==> config.mk <==
export PLATFORM = sky130hd
export DESIGN_NAME = mesi_two_way_cache_controller
export DESIGN_NICKNAME = d
export VERILOG_FILES = /design/src/hdl/mtwcc_pkg.sv /design/src/hdl/mtwcc_ram.sv /design/src/hdl/mtwcc_update.sv /design/src/hdl/mesi_two_way_cache_controller.sv
export SDC_FILE = /design/constraint.sdc
export NUM_CORES = 1
export LEC_CHECK = 0
export BUFFER_PORTS_ARGS = -buffer_cell sky130_fd_sc_hd__buf_2
export CAP_MARGIN = 40
export CORE_MARGIN = 3
export CORE_UTILIZATION = 45
export DETAILED_ROUTE_END_ITERATION = 12
export GPL_ROUTABILITY_DRIVEN = 0
export PLACE_DENSITY_LB_ADDON = 0.25
export SETUP_SLACK_MARGIN = 0.05
export SKIP_LAST_GASP = 1
export SYNTH_ARGS = -nofsm -noshare
export SYNTH_HDL_FRONTEND = slang
export SYNTH_SLANG_ARGS = --single-unit
==> constraint.sdc <==
create_clock -name clock -period 7.7 [get_ports clock]
set_clock_uncertainty 0.05 [all_clocks]
set_input_delay 0.385 -clock clock [delete_from_list [all_inputs] [get_ports clock]]
set_output_delay 0.385 -clock clock [all_outputs]
set_load 0.005 [all_outputs]
==> src/hdl/mtwcc_pkg.sv <==
// Shared constants, codes, result type and helpers of the MESI two-way cache controller.
`default_nettype none

package mtwcc_pkg;

   // Default geometry
   localparam int unsigned SET_BITS_DEFAULT    = 4;
   localparam int unsigned OFFSET_BITS_DEFAULT = 5;
   localparam int unsigned ADDR_BITS_DEFAULT   = 32;

   // Request operation codes
   localparam logic [2:0] OP_READ        = 3'd0;
   localparam logic [2:0] OP_WRITE       = 3'd1;
   localparam logic [2:0] OP_SNOOP_RD    = 3'd2;
   localparam logic [2:0] OP_SNOOP_RDX   = 3'd3;
   localparam logic [2:0] OP_SNOOP_UPGR  = 3'd4;
   localparam logic [2:0] OP_SNOOP_FLUSH = 3'd5;
   localparam logic [2:0] OP_FLUSH_ALL   = 3'd6;

   // MESI line states
   localparam logic [1:0] ST_I = 2'd0;
   localparam logic [1:0] ST_S = 2'd1;
   localparam logic [1:0] ST_E = 2'd2;
   localparam logic [1:0] ST_M = 2'd3;

   // Bus commands
   localparam logic [1:0] BUS_NONE = 2'd0;
   localparam logic [1:0] BUS_RD   = 2'd1;
   localparam logic [1:0] BUS_RDX  = 2'd2;
   localparam logic [1:0] BUS_UPGR = 2'd3;

   // One result beat
   typedef struct packed {
      logic        hit;
      logic        way;
      logic [1:0]  bus_command;
      logic        fill_request;
      logic        writeback_request;
      logic [31:0] writeback_address;
      logic [1:0]  line_state;
      logic        snoop_copy;
      logic        supplied_data;
      logic        last;
   } rsp_type;

   // Rebuild a block address from tag and set, cut to 32 bits
   function automatic logic [31:0] block_address(input logic [63:0] tag,
                                                 input logic [63:0] set,
                                                 input int unsigned idx_shift,
                                                 input int unsigned off_bits);
      logic [63:0] addr;
      addr = (tag << idx_shift) | (set << off_bits);
      return addr[31:0];
   endfunction

endpackage

`default_nettype wire

==> src/hdl/mtwcc_ram.sv <==
// Generic simple dual-port RAM with registered read.
`default_nettype none

module mtwcc_ram #(
   parameter int unsigned WIDTH = 8,
   parameter int unsigned DEPTH = 16
) (
   input  wire logic                     clock,
   input  wire logic                     wr_en,
   input  wire logic [$clog2(DEPTH)-1:0] wr_addr,
   input  wire logic [WIDTH-1:0]         wr_data,
   input  wire logic                     rd_en,
   input  wire logic [$clog2(DEPTH)-1:0] rd_addr,
   output      logic [WIDTH-1:0]         rd_data
);

   logic [WIDTH-1:0] mem [DEPTH];
   logic [WIDTH-1:0] rd_data_ff;

   // Write one word, register the read word
   always_ff @(posedge clock) begin
      if (wr_en) begin
         mem[wr_addr] <= wr_data;
      end
      if (rd_en) begin
         rd_data_ff <= mem[rd_addr];
      end
   end

   assign rd_data = rd_data_ff;

endmodule

`default_nettype wire

==> src/hdl/mtwcc_update.sv <==
// Set update logic: hit check, victim choice and MESI transition for one access.
`default_nettype none

module mtwcc_update #(
   parameter int unsigned SET_BITS    = mtwcc_pkg::SET_BITS_DEFAULT,
   parameter int unsigned OFFSET_BITS = mtwcc_pkg::OFFSET_BITS_DEFAULT,
   parameter int unsigned ADDR_BITS   = mtwcc_pkg::ADDR_BITS_DEFAULT,
   localparam int unsigned IDX_SHIFT  = OFFSET_BITS + SET_BITS,
   localparam int unsigned TAG_BITS   = ADDR_BITS - IDX_SHIFT,
   localparam int unsigned WAY_W      = TAG_BITS + 3,
   localparam int unsigned ROW_W      = 2 * WAY_W
) (
   input  wire logic [2:0]          op,
   input  wire logic [TAG_BITS-1:0] tag,
   input  wire logic [SET_BITS-1:0] set_idx,
   input  wire logic [31:0]         base,
   input  wire logic                others_have_copy,
   input  wire logic [ROW_W-1:0]    row,
   output      logic [ROW_W-1:0]    new_row,
   output      mtwcc_pkg::rsp_type  rsp
);

   logic [TAG_BITS-1:0] tag_w  [2];
   logic [1:0]          st_w   [2];
   logic                rc_w   [2];
   logic [TAG_BITS-1:0] ntag_w [2];
   logic [1:0]          nst_w  [2];
   logic                nrc_w  [2];
   logic                hit0;
   logic                hit1;
   logic                hit;
   logic                hway;
   logic                victim;
   logic                wb;
   logic [1:0]          ns;
   logic [1:0]          cur;

   // Unpack the set row and compute the new row and the result
   always_comb begin
      for (int w = 0; w < 2; w++) begin
         tag_w[w]  = row[w*WAY_W+3 +: TAG_BITS];
         st_w[w]   = row[w*WAY_W+1 +: 2];
         rc_w[w]   = row[w*WAY_W];
         ntag_w[w] = tag_w[w];
         nst_w[w]  = st_w[w];
         nrc_w[w]  = rc_w[w];
      end

      hit0   = (st_w[0] != mtwcc_pkg::ST_I) && (tag_w[0] == tag);
      hit1   = (st_w[1] != mtwcc_pkg::ST_I) && (tag_w[1] == tag);
      hit    = hit0 | hit1;
      hway   = ~hit0;
      victim = rc_w[0] & ~rc_w[1];
      wb     = 1'b0;
      ns     = mtwcc_pkg::ST_I;
      cur    = st_w[hway];

      rsp      = '0;
      rsp.last = 1'b1;

      unique case (op) inside
         mtwcc_pkg::OP_READ, mtwcc_pkg::OP_WRITE: begin
            if (hit) begin
               nrc_w[hway]  = 1'b1;
               nrc_w[~hway] = 1'b0;
               rsp.hit      = 1'b1;
               rsp.way      = hway;
               if (op == mtwcc_pkg::OP_WRITE) begin
                  nst_w[hway]     = mtwcc_pkg::ST_M;
                  rsp.line_state  = mtwcc_pkg::ST_M;
                  rsp.bus_command = (cur == mtwcc_pkg::ST_S) ? mtwcc_pkg::BUS_UPGR
                                                             : mtwcc_pkg::BUS_NONE;
               end else begin
                  rsp.line_state = cur;
               end
            end else begin
               // Evict the victim, write it back if dirty, fill with the new block
               if (op == mtwcc_pkg::OP_WRITE) begin
                  ns              = mtwcc_pkg::ST_M;
                  rsp.bus_command = mtwcc_pkg::BUS_RDX;
               end else begin
                  ns              = others_have_copy ? mtwcc_pkg::ST_S : mtwcc_pkg::ST_E;
                  rsp.bus_command = mtwcc_pkg::BUS_RD;
               end
               wb                    = (st_w[victim] == mtwcc_pkg::ST_M);
               rsp.way               = victim;
               rsp.fill_request      = 1'b1;
               rsp.writeback_request = wb;
               rsp.writeback_address = wb ? mtwcc_pkg::block_address(64'(tag_w[victim]),
                                               64'(set_idx), IDX_SHIFT, OFFSET_BITS)
                                          : 32'd0;
               rsp.line_state        = ns;
               nst_w[victim]         = ns;
               ntag_w[victim]        = tag;
               nrc_w[victim]         = 1'b1;
               nrc_w[~victim]        = 1'b0;
            end
         end
         mtwcc_pkg::OP_SNOOP_RD, mtwcc_pkg::OP_SNOOP_RDX,
         mtwcc_pkg::OP_SNOOP_UPGR, mtwcc_pkg::OP_SNOOP_FLUSH: begin
            if (hit) begin
               ns = cur;
               if (op == mtwcc_pkg::OP_SNOOP_RD) begin
                  wb = (cur == mtwcc_pkg::ST_M);
                  if (cur == mtwcc_pkg::ST_M || cur == mtwcc_pkg::ST_E) begin
                     ns = mtwcc_pkg::ST_S;
                  end
               end else if (op == mtwcc_pkg::OP_SNOOP_RDX) begin
                  wb = (cur == mtwcc_pkg::ST_M);
                  ns = mtwcc_pkg::ST_I;
               end else if (op == mtwcc_pkg::OP_SNOOP_UPGR) begin
                  if (cur == mtwcc_pkg::ST_S || cur == mtwcc_pkg::ST_E) begin
                     ns = mtwcc_pkg::ST_I;
                  end
               end
               nst_w[hway]           = ns;
               rsp.hit               = 1'b1;
               rsp.way               = hway;
               rsp.snoop_copy        = 1'b1;
               rsp.writeback_request = wb;
               rsp.supplied_data     = wb;
               rsp.writeback_address = wb ? base : 32'd0;
               rsp.line_state        = ns;
            end
         end
         default: begin
         end
      endcase

      for (int w = 0; w < 2; w++) begin
         new_row[w*WAY_W+3 +: TAG_BITS] = ntag_w[w];
         new_row[w*WAY_W+1 +: 2]        = nst_w[w];
         new_row[w*WAY_W]               = nrc_w[w];
      end
   end

endmodule

`default_nettype wire

==> src/hdl/mesi_two_way_cache_controller.sv <==
// Top level of the MESI two-way cache controller: set RAM, sequencer and result register.
//
//  channel | direction | handshake           | payload
//  req_    | in        | req_valid/req_stall | op, address, others_have_copy
//  rsp_    | out       | rsp_valid/rsp_stall | hit .. last, one port per field
//
// Read, write and snoop beats read the set RAM, then update the row and write it back.
// Flush all walks each set row one way a cycle, unless a dirty line waits on a stalled result.
// Reset clears one valid bit per set row; a row not yet written reads as all Invalid.
// A stalled result holds the sequencer only when a new result must be loaded.
`default_nettype none

module mesi_two_way_cache_controller #(
   parameter int unsigned SET_BITS    = mtwcc_pkg::SET_BITS_DEFAULT,
   parameter int unsigned OFFSET_BITS = mtwcc_pkg::OFFSET_BITS_DEFAULT,
   parameter int unsigned ADDR_BITS   = mtwcc_pkg::ADDR_BITS_DEFAULT
) (
   input  wire logic        clock,
   input  wire logic        reset,
   input  wire logic        req_valid,
   output      logic        req_stall,
   input  wire logic [2:0]  req_op,
   input  wire logic [31:0] req_address,
   input  wire logic        req_others_have_copy,
   output      logic        rsp_valid,
   input  wire logic        rsp_stall,
   output      logic        rsp_hit,
   output      logic        rsp_way,
   output      logic [1:0]  rsp_bus_command,
   output      logic        rsp_fill_request,
   output      logic        rsp_writeback_request,
   output      logic [31:0] rsp_writeback_address,
   output      logic [1:0]  rsp_line_state,
   output      logic        rsp_snoop_copy,
   output      logic        rsp_supplied_data,
   output      logic        rsp_last
);

   localparam int unsigned NSETS     = 1 << SET_BITS;
   localparam int unsigned IDX_SHIFT = OFFSET_BITS + SET_BITS;
   localparam int unsigned TAG_BITS  = ADDR_BITS - IDX_SHIFT;
   localparam int unsigned WAY_W     = TAG_BITS + 3;
   localparam int unsigned ROW_W     = 2 * WAY_W;
   localparam logic [63:0] ADDR_MASK = (ADDR_BITS >= 64) ? {64{1'b1}}
                                       : ((64'd1 << ADDR_BITS) - 64'd1);
   localparam logic [31:0] OFF_MASK  = 32'((64'd1 << OFFSET_BITS) - 64'd1);

   typedef enum logic [1:0] {
      S_IDLE,
      S_LOOKUP,
      S_FLUSH,
      S_END
   } state_type;

   state_type             state_ff, state_in;
   logic [2:0]            op_ff, op_in;
   logic [TAG_BITS-1:0]   tag_ff, tag_in;
   logic [SET_BITS-1:0]   set_ff, set_in;
   logic [31:0]           base_ff, base_in;
   logic                  others_ff, others_in;
   logic                  way_ff, way_in;
   logic [NSETS-1:0]      valid_ff, valid_in;
   logic                  held_valid_ff, held_valid_in;
   logic                  held_way_ff, held_way_in;
   logic [31:0]           held_wba_ff, held_wba_in;
   logic                  rsp_valid_ff, rsp_valid_in;
   mtwcc_pkg::rsp_type    rsp_ff, rsp_in;

   logic                  accept;
   logic                  out_free;
   logic                  push;
   logic [63:0]           addr_full;
   logic [SET_BITS-1:0]   req_set;
   logic [TAG_BITS-1:0]   req_tag;
   logic                  rd_en;
   logic [SET_BITS-1:0]   rd_addr;
   logic                  wr_en;
   logic [ROW_W-1:0]      wr_data;
   logic [ROW_W-1:0]      rd_data;
   logic [ROW_W-1:0]      row_eff;
   logic [ROW_W-1:0]      upd_row;
   logic [ROW_W-1:0]      flush_row;
   mtwcc_pkg::rsp_type    upd_rsp;
   logic [1:0]            fl_state;
   logic [TAG_BITS-1:0]   fl_tag;
   logic                  fl_dirty;

   // Split the request address
   assign addr_full = {32'd0, req_address} & ADDR_MASK;
   assign req_set   = addr_full[OFFSET_BITS +: SET_BITS];
   assign req_tag   = addr_full[ADDR_BITS-1:IDX_SHIFT];

   assign accept    = req_valid && (state_ff == S_IDLE);
   assign req_stall = (state_ff != S_IDLE);
   assign out_free  = !rsp_valid_ff || !rsp_stall;

   // Rows never written read as all Invalid
   assign row_eff = valid_ff[set_ff] ? rd_data : '0;

   // Line seen by the flush walk
   assign fl_state = row_eff[way_ff*WAY_W+1 +: 2];
   assign fl_tag   = row_eff[way_ff*WAY_W+3 +: TAG_BITS];
   assign fl_dirty = (fl_state == mtwcc_pkg::ST_M);

   // Demote every Modified line of the row to Exclusive
   always_comb begin
      flush_row = row_eff;
      for (int w = 0; w < 2; w++) begin
         if (row_eff[w*WAY_W+1 +: 2] == mtwcc_pkg::ST_M) begin
            flush_row[w*WAY_W+1 +: 2] = mtwcc_pkg::ST_E;
         end
      end
   end

   mtwcc_ram #(
      .WIDTH (ROW_W),
      .DEPTH (NSETS)
   ) u_set_ram (
      .clock   (clock),
      .wr_en   (wr_en),
      .wr_addr (set_ff),
      .wr_data (wr_data),
      .rd_en   (rd_en),
      .rd_addr (rd_addr),
      .rd_data (rd_data)
   );

   mtwcc_update #(
      .SET_BITS    (SET_BITS),
      .OFFSET_BITS (OFFSET_BITS),
      .ADDR_BITS   (ADDR_BITS)
   ) u_update (
      .op               (op_ff),
      .tag              (tag_ff),
      .set_idx          (set_ff),
      .base             (base_ff),
      .others_have_copy (others_ff),
      .row              (row_eff),
      .new_row          (upd_row),
      .rsp              (upd_rsp)
   );

   // Sequence lookups and the flush walk
   always_comb begin
      state_in      = state_ff;
      op_in         = op_ff;
      tag_in        = tag_ff;
      set_in        = set_ff;
      base_in       = base_ff;
      others_in     = others_ff;
      way_in        = way_ff;
      valid_in      = valid_ff;
      held_valid_in = held_valid_ff;
      held_way_in   = held_way_ff;
      held_wba_in   = held_wba_ff;
      rsp_in        = rsp_ff;
      push          = 1'b0;
      rd_en         = 1'b0;
      rd_addr       = req_set;
      wr_en         = 1'b0;
      wr_data       = upd_row;

      unique case (state_ff)
         S_IDLE: begin
            if (accept) begin
               op_in     = req_op;
               tag_in    = req_tag;
               base_in   = addr_full[31:0] & ~OFF_MASK;
               others_in = req_others_have_copy;
               way_in    = 1'b0;
               rd_en     = 1'b1;
               if (req_op == mtwcc_pkg::OP_FLUSH_ALL) begin
                  rd_addr  = '0;
                  set_in   = '0;
                  state_in = S_FLUSH;
               end else begin
                  set_in   = req_set;
                  state_in = S_LOOKUP;
               end
            end
         end
         S_LOOKUP: begin
            if (out_free) begin
               wr_en            = 1'b1;
               valid_in[set_ff] = 1'b1;
               push             = 1'b1;
               rsp_in           = upd_rsp;
               state_in         = S_IDLE;
            end
         end
         S_FLUSH: begin
            // Hold while a dirty line must displace a held result that cannot leave
            if (!(fl_dirty && held_valid_ff && !out_free)) begin
               if (fl_dirty) begin
                  if (held_valid_ff) begin
                     push                     = 1'b1;
                     rsp_in                   = '0;
                     rsp_in.way               = held_way_ff;
                     rsp_in.writeback_request = 1'b1;
                     rsp_in.writeback_address = held_wba_ff;
                     rsp_in.line_state        = mtwcc_pkg::ST_E;
                  end
                  held_valid_in = 1'b1;
                  held_way_in   = way_ff;
                  held_wba_in   = mtwcc_pkg::block_address(64'(fl_tag), 64'(set_ff),
                                                           IDX_SHIFT, OFFSET_BITS);
               end
               if (way_ff) begin
                  wr_en            = 1'b1;
                  wr_data          = flush_row;
                  valid_in[set_ff] = 1'b1;
                  way_in           = 1'b0;
                  if (set_ff == {SET_BITS{1'b1}}) begin
                     state_in = S_END;
                  end else begin
                     set_in   = SET_BITS'(set_ff + 1'b1);
                     rd_addr  = SET_BITS'(set_ff + 1'b1);
                     rd_en    = 1'b1;
                  end
               end else begin
                  way_in = 1'b1;
               end
            end
         end
         S_END: begin
            if (out_free) begin
               push   = 1'b1;
               rsp_in = '0;
               if (held_valid_ff) begin
                  rsp_in.way               = held_way_ff;
                  rsp_in.writeback_request = 1'b1;
                  rsp_in.writeback_address = held_wba_ff;
                  rsp_in.line_state        = mtwcc_pkg::ST_E;
               end
               rsp_in.last   = 1'b1;
               held_valid_in = 1'b0;
               state_in      = S_IDLE;
            end
         end
         default: begin
            state_in = S_IDLE;
         end
      endcase

      // Load a new result beat, or drop the one taken
      if (push) begin
         rsp_valid_in = 1'b1;
      end else if (!rsp_stall) begin
         rsp_valid_in = 1'b0;
      end else begin
         rsp_valid_in = rsp_valid_ff;
      end
   end

   // Hold state, control and registered outputs
   always_ff @(posedge clock) begin
      if (reset) begin
         state_ff      <= S_IDLE;
         valid_ff      <= '0;
         held_valid_ff <= 1'b0;
         rsp_valid_ff  <= 1'b0;
      end else begin
         state_ff      <= state_in;
         valid_ff      <= valid_in;
         held_valid_ff <= held_valid_in;
         rsp_valid_ff  <= rsp_valid_in;
      end
      op_ff       <= op_in;
      tag_ff      <= tag_in;
      set_ff      <= set_in;
      base_ff     <= base_in;
      others_ff   <= others_in;
      way_ff      <= way_in;
      held_way_ff <= held_way_in;
      held_wba_ff <= held_wba_in;
      rsp_ff      <= rsp_in;
   end

   assign rsp_valid             = rsp_valid_ff;
   assign rsp_hit               = rsp_ff.hit;
   assign rsp_way               = rsp_ff.way;
   assign rsp_bus_command       = rsp_ff.bus_command;
   assign rsp_fill_request      = rsp_ff.fill_request;
   assign rsp_writeback_request = rsp_ff.writeback_request;
   assign rsp_writeback_address = rsp_ff.writeback_address;
   assign rsp_line_state        = rsp_ff.line_state;
   assign rsp_snoop_copy        = rsp_ff.snoop_copy;
   assign rsp_supplied_data     = rsp_ff.supplied_data;
   assign rsp_last              = rsp_ff.last;

   // Never overwrite a result beat that is still stalled
   a_no_overwrite: assert property (@(posedge clock) disable iff (reset)
      push && rsp_valid_ff |-> !rsp_stall)
      else $error("result beat overwritten while stalled");

   // A lookup beat goes to the update cycle right after the RAM read
   a_lookup_follows: assert property (@(posedge clock) disable iff (reset)
      accept && (req_op != mtwcc_pkg::OP_FLUSH_ALL) |=> state_ff == S_LOOKUP)
      else $error("lookup did not follow accepted beat");

   // A held flush result exists only during the flush walk
   a_held_in_flush: assert property (@(posedge clock) disable iff (reset)
      held_valid_ff |-> (state_ff == S_FLUSH) || (state_ff == S_END))
      else $error("held flush result outside flush walk");

   // The set RAM is written only by an update or the flush walk
   a_write_busy: assert property (@(posedge clock) disable iff (reset)
      wr_en |-> (state_ff == S_LOOKUP) || (state_ff == S_FLUSH))
      else $error("set RAM written while idle");

endmodule

`default_nettype wire

* Yosys cells after proc, flatten, opt, wreduce, memory -nomap -nowiden
Memory sizes are Yosys's and may differ from the RTL's. A register that Yosys moved wholly into a read port is not among the register bits.
Index checks and enable logic that the tools add are counted.
** Storage, ports and cells
- Bits in latches :: 0
- Bits in read-only memories :: 0
- Register bits after elaboration :: 155
- Output and inout port bits :: 45
- Bits of input ports :: 40
- Memory bits (writable) :: 832
- Memories :: 1
** Memory list
- u_set_ram.mem :: words 16, width 52, read ports 1, clocked after memory_dff 1, write ports 1, RTL line mtwcc_ram.sv:17 : logic [WIDTH-1:0] mem [DEPTH];
** Cells by class
- Equal/unequal tests :: 30
- $mul :: 1
- Add/sub/neg operators :: 3
- Bitwise gates (word level) :: 20
- Shift-type cells :: 2
- Divide/modulo/power cells :: 0
- Order comparisons :: 10
- Muxes and demuxes :: 130
- Reductions and logical operators :: 36
** Operators by type and width (number)
- 2-to-1 mux 43 bit :: 5
- 2-to-1 mux 52 bit :: 4
- one-hot mux 43 bit (3 select lines) :: 1
- 2-to-1 mux 23 bit :: 4
- 2-to-1 mux 46 bit :: 2
- 2-to-1 mux 2 bit :: 36
- one-hot mux 35 bit (2 select lines) :: 1
- 2-to-1 mux 32 bit :: 2
- bitwise OR 32 x 9 -> 32 bit :: 2
- indexed part select 52 x 8 -> 2 bit :: 1
- indexed part select 52 x 8 -> 23 bit :: 1
- 2-to-1 mux 16 bit :: 3
- 2-to-1 mux 4 bit :: 12
- bitwise mux 46 bit :: 1
- equality test 23 bit :: 2
- 2-to-1 mux 37 bit :: 1
- 2-to-1 mux 35 bit :: 1
- 2-to-1 mux 34 bit :: 1
- 2-to-1 mux 1 bit :: 32
- one-hot mux 16 bit (2 select lines) :: 1
- one-hot mux 4 bit (2 select lines) :: 3
- demux 23 bit (select 1 bit) :: 1
- inequality test 2 bit (second input constant) :: 9
- equality test 2 bit (second input constant) :: 8
- 46 further kinds :: 98

* Longest topological paths before layout
Gate-level depths: netlist of run 1.
- Word-level depth :: 24
- Depth in mapped cells :: 14
- Depth with buffers taken out :: 10

* By module
Synthesis of run 1 repeated with hierarchy kept, for this count alone.
** Second synthesis, totals
- Cell total of the unflattened synthesis :: 2158
- Area total of the unflattened synthesis :: 41526.1 um^2
** By module, submodules not included
- mtwcc_ram :: seq. area each 26545.5 um^2, times used 1, area each 32736.4 um^2, cells an instance 1344
- mesi_two_way_cache_controller :: seq. area each 3613.5 um^2, times used 1, area each 6401.1 um^2, cells an instance 514
- mtwcc_update :: seq. area each 0.0 um^2, times used 1, area each 2388.5 um^2, cells an instance 300

* Worst setup path before layout of run 1
Ideal clock, no wire load.
- Path type :: register to register
- Start :: register set_ff[1]
- End :: memory u_set_ram.mem[15][0] (netlist bit), enable pin
- Path buffers :: 3
- Stages on the path, launching flop included :: 11
- Period minus slack after synthesis :: 5.483 ns
- Path slack :: 2.217 ns
- Library setup time :: 0.468 ns
- Data arrival time :: 4.965 ns
- Cell sequence :: edfxtp_1 buf_4 mux4_2 nor2_1 o22a_1 buf_4 o31a_1 nand2_1 a21boi_0 clkbuf_1 nor2b_1
** Between the ends
- Cells in the longest elaborated chain, start to end :: 11
** RTL lines
- start: declaration :: RTL line mesi_two_way_cache_controller.sv:58 : logic [SET_BITS-1:0] set_ff, set_in;
- start signal: assignment :: RTL line mesi_two_way_cache_controller.sv:270 : set_ff <= set_in;
- binary-select mux 1 bit (select 4 bit) :: RTL line mesi_two_way_cache_controller.sv:98 : assign row_eff = valid_ff[set_ff] ? rd_data : '0;
- 2-to-1 mux 1 bit (not written as such) :: RTL line mesi_two_way_cache_controller.sv:98
- 2-to-1 mux 52 bit :: RTL line mesi_two_way_cache_controller.sv:98
- indexed part select 52 x 8 -> 2 bit :: RTL line mesi_two_way_cache_controller.sv:101 : assign fl_state = row_eff[way_ff*WAY_W+1 +: 2];
- equality test 2 bit :: RTL line mesi_two_way_cache_controller.sv:103 : assign fl_dirty = (fl_state == mtwcc_pkg::ST_M);
- logical AND 1 bit (2 in series) :: RTL line mesi_two_way_cache_controller.sv:193 : if (!(fl_dirty && held_valid_ff && !out_free)) begin
- 2-to-1 mux 1 bit :: RTL line mesi_two_way_cache_controller.sv:193
- one-hot mux 1 bit (2 select lines) :: RTL line mesi_two_way_cache_controller.sv:163 : unique case (state_ff)
- 2-to-1 mux 1 bit :: RTL line mtwcc_ram.sv:22 : if (wr_en) begin
- 2-to-1 mux 1 bit (not written as such) :: RTL line mtwcc_ram.sv:23 : mem[wr_addr] <= wr_data;
- end: declaration :: RTL line mtwcc_ram.sv:17
Parallel ways exist; a longest one is shown, timed or not. The select of a mux whose other input is x is not followed.

* Final worst setup path of run 1
- Start :: register set_ff[1]
- End :: memory u_set_ram.mem[9][2] (netlist bit) (data pin)
** Between the ends
- Cells in the longest elaborated chain, start to end :: 24
- Elaborated cells between the ends (all ways) :: 56
** RTL lines
- binary-select mux 1 bit (select 4 bit) (*) :: RTL line mesi_two_way_cache_controller.sv:98
- 2-to-1 mux 1 bit (not written as such) (*) :: RTL line mesi_two_way_cache_controller.sv:98
- 2-to-1 mux 52 bit (*) :: RTL line mesi_two_way_cache_controller.sv:98
- equality test 23 bit / nonzero test 2 bit (equally long branches) :: RTL line mtwcc_update.sv:49 : hit0 = (st_w[0] != mtwcc_pkg::ST_I) && (tag_w[0] == tag);
- logical AND 1 bit :: RTL line mtwcc_update.sv:49
- NOT 1 bit :: RTL line mtwcc_update.sv:52 : hway = ~hit0;
- NOT 1 -> 2 bit (not written as such) :: RTL line mtwcc_update.sv:56, mtwcc_update.sv:69, mtwcc_update.sv:116
- 2-to-1 mux 2 bit (not written as such) (3 in series) :: RTL line mtwcc_update.sv:56 : cur = st_w[hway];
- [7 not listed]
- 2-to-1 mux 2 bit :: RTL line mtwcc_update.sv:61 : unique case (op) inside
- bitwise mux 4 bit :: RTL line mtwcc_update.sv:116 : nst_w[hway] = ns;
- 2-to-1 mux 4 bit :: RTL line mtwcc_update.sv:101 : if (hit) begin
- one-hot mux 4 bit (2 select lines) :: RTL line mtwcc_update.sv:61
- 2-to-1 mux 52 bit :: RTL line mesi_two_way_cache_controller.sv:208 : if (way_ff) begin
- 2-to-1 mux 52 bit :: RTL line mesi_two_way_cache_controller.sv:193
- 2-to-1 mux 52 bit (*) :: RTL line mesi_two_way_cache_controller.sv:163
- named net u_set_ram.wr_data[2] :: RTL line mtwcc_ram.sv:11 : input wire logic [WIDTH-1:0] wr_data,
The timed path passes the listed nets; every way through them passes the cells marked *. The select of a mux whose other input is x is not followed.

==> impl_summary.md, run 1 <==
Synth
The compound-cell area share of the yosys netlist is 10.0%. The largest family of logic cells by synthesized area is simple AND/OR/NAND/NOR gates. The number of distinct library cells after synthesis is 70. Yosys mapped a number of flops with a built-in enable equal to ~990. For this run, asynchronously set or reset flops after synthesis account for 0%. The cell type contributing the most total cell area after synthesis is edfxtp_1.

In this run the cell area of the synthesized design comes to between 40000 and 50000 µm². The most used flip-flop cell after synthesis is edfxtp_1. The mean post-synth cell area is approximately 14 µm². The share of the synthesized area in the top cell type is 70.5%. The most common cell in the netlist is edfxtp_1. The post-synthesis xor/xnor area fraction is less than 1%.

The Yosys step of the flow raised 0 warnings. Multiplexer cells account for 4.86% of the synthesized area. The fraction of the yosys area taken by sequential cells is 71.5%.

The synthesized netlist devotes less than 1% of its cell area to adder and majority cells. By area the synthesized netlist is led by edfxtp_1, nand2_1, mux2i_1. The fraction of the mapped netlist area in simple logic gates is about 10%. In this run, synthesis produced a sequential element count of about 1000. After synthesis, the most frequently instantiated cells are edfxtp_1, nand2_1, and2_1. The number of instances in the synthesized netlist is 2992.

Critical path
In this design, the largest share of critical-path delay is due to simple AND/OR/NAND/NOR gates. Walking the worst path, the cells encountered are mux4_2, nor2_1, o22a_1, buf_4, o22ai_1, nand4_2, a21boi_1, nand3_1, o21ai_0, a31oi_1, or4_1. The number of cells on the worst reg-to-reg path is 11. The critical path in this run is classified as flop to flop.

The peak per-stage delay on the critical path is 0.84 ns. STA classifies the critical path startpoint as a flop. The critical register-to-register path endpoint is u_set_ram.mem[9][2]. The number of buffers and inverters on the critical path is 1. STA puts the critical path data required time at approximately 8 ns. STA classifies the critical path endpoint as a flop. In this run the worst path has a maximum fanout of 27. The setup slack of the most critical reg-to-reg path is between 2 and 2.5 ns. The cell at the slowest stage of the critical path is or4_1. Data on the critical path arrives at its endpoint at between 5 and 6 ns. In this run the critical register-to-register path is launched from set_ff[1].

STA
The achievable frequency is around 180 MHz. The final hold violation count was 0. Adding up every negative setup slack in the final design gives 0 ns.

The number of setup violations in the final report is 0. At the pin with the least slew margin, the transition time is 1.15 ns. Hold is met by 0.108 ns. The time the final worst path needs with I/O delays and setup is ~5.7 ns.

The headroom to the max-slew limit is between 20% and 30%. Setup repair after global routing left no endpoint under its margin. The total count of max-transition violations in the final report is 0.

The final critical-path share of the clock period is between 70% and 80%.

Drt
The final layout contains routed wiring with a total length of approximately 110000 µm. The via-per-instance ratio is 5.90. Detailed routing inserted a total of between 20000 and 30000 vias.

For this run, design rule violations remaining after detail routing come to 0. The number of nets with antenna violations after detailed routing is 0. The average detailed-routed wire length per instance is about 25 µm. The first routing iteration left between 3000 and 4000 violations. Before antenna repair, the detailed router went through 8 iterations.

Die
In this run the core area contains about 110 standard-cell rows. The floorplan step defined a die boundary enclosing around 97000 µm². From left edge to right edge, the die measures approximately 310 µm. The overall die height is 311 µm.

The area of the core region is roughly 92000 µm². Once the floorplan was initialized, standard cells occupied 45.6% of the core. The number of top-level pins is 85.

Final layout
The layout net count is 3167. The utilization of the core after routing is between 50 and 60%. The area taken by flip-flops and latches is approximately 30000 µm². Of the cells placed in the final design, the portion with a size suffix greater than 1 is between 10% and 20%. The synthesis-to-layout area growth is 14.4%. The final non-filler cell total is 4443. The area taken by multi-input logic gates is approximately 11000 µm². The layout has approximately 7400 filler cells. The number of antenna diodes in the final layout is 0.

The finished cells cover roughly 48000 µm².

Global route
The via count of the first global-routing pass is approximately 25000. The number of antenna violations at the first check in global routing was 1. Global routing consumed, over all layers together, about 22% of the routing resources.

The first global-routing pass estimated approximately 160000 µm of wire. Global routing finished with a remaining overflow of 0. The largest net degree at the start of global routing is 240.

Min path
The number of stages on the worst hold path is 2. The start point of the worst hold path is reset. For hold timing, the worst endpoint is valid_ff[11]. The path class of the lowest-slack min-delay path is primary input to flop.

Run
The count of maximum capacitance violations is 0.

Outcome
The flow ran to the end, and the final reports show no timing, DRC or antenna violations.

Place
The placed instances occupy a cell area of 44400 µm². Input and output buffers added on the ports amount to between 70 and 80. Including well taps, the total number of placed cells is 4224. The HPWL after detailed placement is roughly 64000 µm.

CTS
In this run the clock root is driven by a clkbuf_16. The H-tree depth is 3. The buffers inserted during post-CTS setup optimization is 0. The largest buffer count on any clock path is 3. The TritonCTS buffer count is just over 100. TritonCTS built the clock tree.

Clock tree synthesis found a total of just over 1000 sinks. The source-to-sink clock delay at the later pin of the worst-skew pair is between 0.6 and 0.7 ns. The clock-pin slew reported for the worst setup and hold paths after clock tree synthesis is around 0.06 ns.

Power
The worst-case vdd ir drop is 0.000277 V. For this design the ratio of total power to cell area is ~370 nW/µm². The analysis attributes to cell leakage a power of between 15 and 20 nW.
==> worst reg2reg max path, cell delays in order (launching register included) <==
cell      delay, ns
edfxtp_1       0.71
mux4_2         0.58
nor2_1         0.50
o22a_1         0.61
buf_4          0.46
o22ai_1        0.20
nand4_2        0.28
a21boi_1       0.57
nand3_1        0.20
o21ai_0        0.20
a31oi_1        0.12
or4_1          0.84
==> area by class of cell <==
class,count,area share [%]
Clock inverter,54,0.928
Tap cell,1243,3.24
Sequential cell,1006,62.5
Timing Repair Buffer,226,4.06
Inverter,12,0.0938
Multi-Input combinational cell,1769,23.3
Clock buffer,133,5.84
==> metal layers <==
metal / up-vias / GRT usage [%] / share of wire [%]
met5: - / 0 / 0
met1: 13200 / 32.9 / 44
met4: 0 / 6.92 / 2.8
met3: 206 / 3.35 / 8.5
li1: 11700 / - / -
met2: 1174 / 34.3 / 45
==> placed cells by master, fill, tap and decap left out, types with 7 or more instances in the layout <==
cell type	netlist	layout
and3_1	70	55
o32ai_1	52	52
mux2_2	59	59
dfxtp_1	20	20
a22oi_1	30	30
a221o_1	52	52
buf_4	9	92
a21oi_1	19	19
buf_2	51	77
and2_1	163	162
dlygate4sd3_1	0	31
nor2_1	90	86
xnor2_1	20	20
clkinv_2	0	17
mux2i_1	133	133
o31ai_1	10	10
a211oi_1	158	158
nor3_1	15	12
buf_12	0	18
nor4_1	8	8
nor2b_1	12	11
nand2_1	530	528
clkbuf_1	133	23
xor2_1	13	13
edfxtp_1	986	986
and3_4	0	15
clkinv_1	0	24
bufinv_16	0	7
inv_1	12	12
o21ai_0	90	90
a31oi_1	129	129
clkbuf_16	0	107
buf_16	0	7
ha_1	10	10
nand3_1	19	19
==> report_power, final <==
| group | internal, mW | switching (mW) | total [mW] |
|---|---|---|---|
| clock network | 2.79 | 2.00 | 4.79 |
| logic | 1.65 | 3.35 | 5.00 |
| registers | 7.47 | 0.521 | 7.99 |
| total | 11.9 | 5.87 | 17.8 |
==> how the worst max path moves through the flow <==
stage / cells past startpoint / to / from / slack (ns)
after floorplan: 10 / u_set_ram.mem[15][0] / set_ff[1] / 2.22
after global placement: 10 / u_set_ram.rd_data[2] / set_ff[1] / 2.18
after detailed placement: 11 / u_set_ram.mem[11][2] / set_ff[1] / 2.19
after CTS: 11 / u_set_ram.mem[2][2] / set_ff[1] / 2.16
after global routing: 11 / u_set_ram.mem[9][2] / set_ff[1] / 1.75
final: 11 / u_set_ram.mem[9][2] / set_ff[1] / 2.01
==> per-stage QoR <==
step / worst slack, ns / power (mW)
3_3_place_gp: 2.18 / 12.8
3_5_place_dp: 2.19 / 13.0
2_1_floorplan: 2.22 / 11.0
6_report: 2.01 / 17.8
5_1_grt: 1.75 / 18.6
4_1_cts: 2.16 / 17.8
==> logic make-up after synthesis <==
kind of cell | Yosys count
multiplexers | 194
AND/OR/NAND/NOR | 941
buffers and inverters | 221
adder cells (fa/ha/maj) | 10
other | 1
flip-flops | 1006
XOR/XNOR | 33
AO/OA/AOI/OAI | 586
==> repair_timing <==
action,in CTS,in global routing
resized for setup,0,0
hold buffers,31,0
setup endpoints to repair,0,0
endpoints found under the hold margin,31,0
==> flip-flops by register name, summed over array words and instances, names as in the netlist, 2 cells and up <==
| name | count |
|---|---|
| rsp_line_state | 2 |
| valid_ff | 16 |
| held_wba_ff | 27 |
| set_ff | 4 |
| u_set_ram.rd_data | 52 |
| op_ff | 3 |
| state_ff | 2 |
| rsp_bus_command | 2 |
| rsp_writeback_address | 27 |
| tag_ff | 23 |
| base_ff | 4 |
| u_set_ram.mem | 832 |
Note: power is estimated with default switching activity, not from simulation.
==> run 2, diff against run 1 <==
- clock period: 7.7 -> 5.2 ns (I/O delays scaled with it)
==> run 2 against run 1 <==
Effect of this change: critical endpoint is now u_set_ram.mem[10][2]; clock-buffer cell count shrank 10; core utilization grew 0.58 points; first-iteration DRC count shrank 20%; total power grew 51%; sequential cell count is the same; via count shrank 0.29%; largest cell class unchanged; final cell count grew 0.79%; critical path type unchanged.
==> impl_summary.md, run 2 (synthesis results as in run 1) <==
Critical path
The required time of the critical path is 5.44 ns (-2.49 ns). The worst setup path is captured at a flop. The arrival time of data at the critical path endpoint is 5.02 ns (-0.90 ns). The critical path buffer and inverter count is 1 (unchanged).

The highest fanout seen on the critical path is 16 (-41%). The peak per-stage delay on the critical path is 0.84 ns (about the same). The critical path goes through mux4_2, nor2_1, o22a_1, buf_4, a2111oi_2, nand4_2, mux2i_1, o311ai_1, nor4_1, or4_1. STA classifies the critical path startpoint as a flop. The slowest stage of the critical path is the or4_1 cell. The critical path start-end classification is flop to flop.

The kind of cell with the highest combined delay along the critical path is simple AND/OR/NAND/NOR gates.

Power
The share of total power in sequential cells is 44.0% (-0.9 points). The portion of total power attributed to the clock network is 27.6% (+0.6 points). The overall power is 26.8 mW (+51%). The total leakage power is 16.6 nW (+1.6%).

The cell-internal power is 18.0 mW (+51%). The net switching power is 8.82 mW (+50%). The areal power density over the cells is 553 nW/µm² (+49%). The portion of total power attributed to combinational logic is 28.5% (+0.4 points). The worst-case vdd ir drop is 0.000281 V (+1.4%). The switching share of total power was 32.9% (-0.17 points).

Final layout
Leaving out fill and tap cells, the most frequent cells in the layout are edfxtp_1, nand2_1, and2_1. The area taken by flip-flops and latches came to 30000 µm² (unchanged). The flip-flop count of the largest register after layout is 832 (unchanged). The final non-filler cell total is 4478 (+0.79%). The filler cell count in the final layout was 7415 (+0.19%). Relative to the synthesized area, the layout overhead comes to 15.6%.

The library cell used most frequently in the layout, excluding fill and tap cells, is edfxtp_1. The utilization of the core after routing is 52.7% (+0.58 points). u_set_ram.mem holds more flip-flops than any other register. The number of diodes added for antenna fixing is 0 (unchanged). The layout net count is 3198 (+0.98%).

The area taken by multi-input logic gates came to 11200 µm² (unchanged). The proportion of layout cells with a drive suffix above 1 is 14.7% (+1.0 points). The post-route standard cell area excluding fillers is 48500 µm² (+1.1%).

STA
The worst setup slack after layout is 0.421 ns (-1.59 ns). The total count of max-transition violations in the final report was 0 (unchanged). The worst hold-check slack is 0.115 ns (+0.00728 ns).

The actual slew at the worst max-slew pin is 0.742 ns (-0.405 ns). The time the final worst path needs with I/O delays and setup is 4.78 ns (-0.909 ns). The final hold violation count was 0 (unchanged). The setup TNS is 0 ns (unchanged). The achievable frequency is 209 MHz (+19%). The final critical-path share of the clock period was 91.9% (+18 points). The headroom to the max-slew limit was 49.2% (+26 points). The number of setup violations in the final report is 0 (unchanged). Setup repair after global routing left no endpoint under its margin.

CTS
The TritonCTS buffer count is 103 (+0.98%). The source-to-sink clock delay at the later pin of the worst-skew pair came to 0.69 ns (+0.03 ns). The largest buffer count on any clock path is 3 (unchanged).

The clock-pin slew reported for the worst setup and hold paths after clock tree synthesis was 0.06 ns (about the same). The H-tree depth is 3 (unchanged). TritonCTS built the clock tree. The CTS sink count is 1006 (unchanged). The root cell of the clock tree is clkbuf_16.

Global route
The number of antenna violations at the first check in global routing came to 1 (unchanged). The global-route usage over all layers is 21.6% (-0.69 points). The largest net degree at the start of global routing is 127 (-47%).

The via count of the first global-routing pass is 25200 (+0.93%). The wire length of the first global-routing pass came to 160000 µm (-1.8%). The overall overflow remaining after global route is 0 (unchanged).

Place
The HPWL after detailed placement is 63200 µm (-0.85%). The number of buffer cells added on primary ports came to 74 (unchanged). The total placed cells including tap cells is 4252 (+0.66%). The instance area after placement is 44800 µm² (+0.73%). The post-placement worst setup slack came to 0.551 ns (-1.64 ns).

Die
The area of the die is 97000 µm² (unchanged). The area of the core region is 92100 µm² (unchanged). The chip width is 311 µm (unchanged).

The number of top-level pins is 85 (unchanged). The overall die height is 311 µm (unchanged). The initial cell density of the core is 45.6% (unchanged). The cell row count was 111 (unchanged).

Run
The count of maximum capacitance violations is 0 (unchanged).

Outcome
The run finished with clean final reports.

Drt
The number of design rule violations left after detail routing came to 0 (unchanged). The number of iterations in the first detailed-routing pass came to 9 (+1). The via-per-instance ratio is 5.84 (-1.1%). The routed wire length is 107000 µm (-3.1%). The count of vias placed by the detailed router was 26100 (-0.29%). The average detailed-routed wire length per instance is 23.9 µm (-3.8%). The number of nets with antenna violations after detailed routing is 0 (unchanged). The number of design-rule violations left by the first detailed-router iteration was 2641 (-20%).

Min path
The path class of the lowest-slack min-delay path is primary input to flop.
run 2: changes by cell type in the layout (fill, tap and decap cells not counted), sizes merged:
cell	before	now
bufinv	7	13
buf	195	223
dlygate4sd3	31	33
clkbuf	133	123
clkinvlp	3	2
clkinv	42	52
run 2: worst paths after layout:
check                             startpoint                   end  slack, ns  depth (start not counted)
worst max-delay path               set_ff[1]  u_set_ram.mem[10][2]       0.42                         10
worst min-delay path               req_valid                way_ff       0.12                          3
worst max register to register     set_ff[1]  u_set_ram.mem[10][2]       0.42                         10
worst min register to register  valid_ff[11]          valid_ff[11]       0.42                          2
run 2: power groups by stage:
| stage | Combinational (mW) | Sequential, mW | Clock, mW |
|---|---|---|---|
| 6_report | 7.64 | 11.8 | 7.40 |
| 5_1_grt | 8.33 | 11.8 | 7.87 |
| 4_1_cts | 7.63 | 11.8 | 7.53 |
| 3_5_place_dp | 7.58 | 11.9 | 0 |
| 3_3_place_gp | 7.27 | 11.9 | 0 |
| 2_1_floorplan | 4.70 | 11.6 | 0 |
run 2: area by class of cell:
cell class / instances / share of cell area [%]
sequential: 1006 / 61.8
clock inverter: 69 / 1.59
tap: 1243 / 3.20
clock buffer: 123 / 5.49
multi-input combinational: 1769 / 23.1
timing repair buffer: 256 / 4.73
inverter: 12 / 0.0928
run 2: routing by layer:
layer,vias up,GRT usage [%],part of all wire [%]
met5,-,0,0
met4,0,6.70,2.5
met3,160,3.56,7.4
met2,1048,33.8,46
met1,13200,31.2,44
li1,11700,-,-
run 2: what timing repair did:
action                                 CTS  global route
buffers inserted                         0             0
hold buffers                            33             0
resized for setup                        0             0
endpoints found under the hold margin   55             0
run 2: worst register-to-register path, cell delays in order (launching register included):
cell and delay (ns):
edfxtp_1 0.61, mux4_2 0.44, nor2_1 0.06, o22a_1 0.40, buf_4 0.27, a2111oi_2 0.40, nand4_2 0.38, mux2i_1 0.28
o311ai_1 0.55, nor4_1 0.10, or4_1 0.84
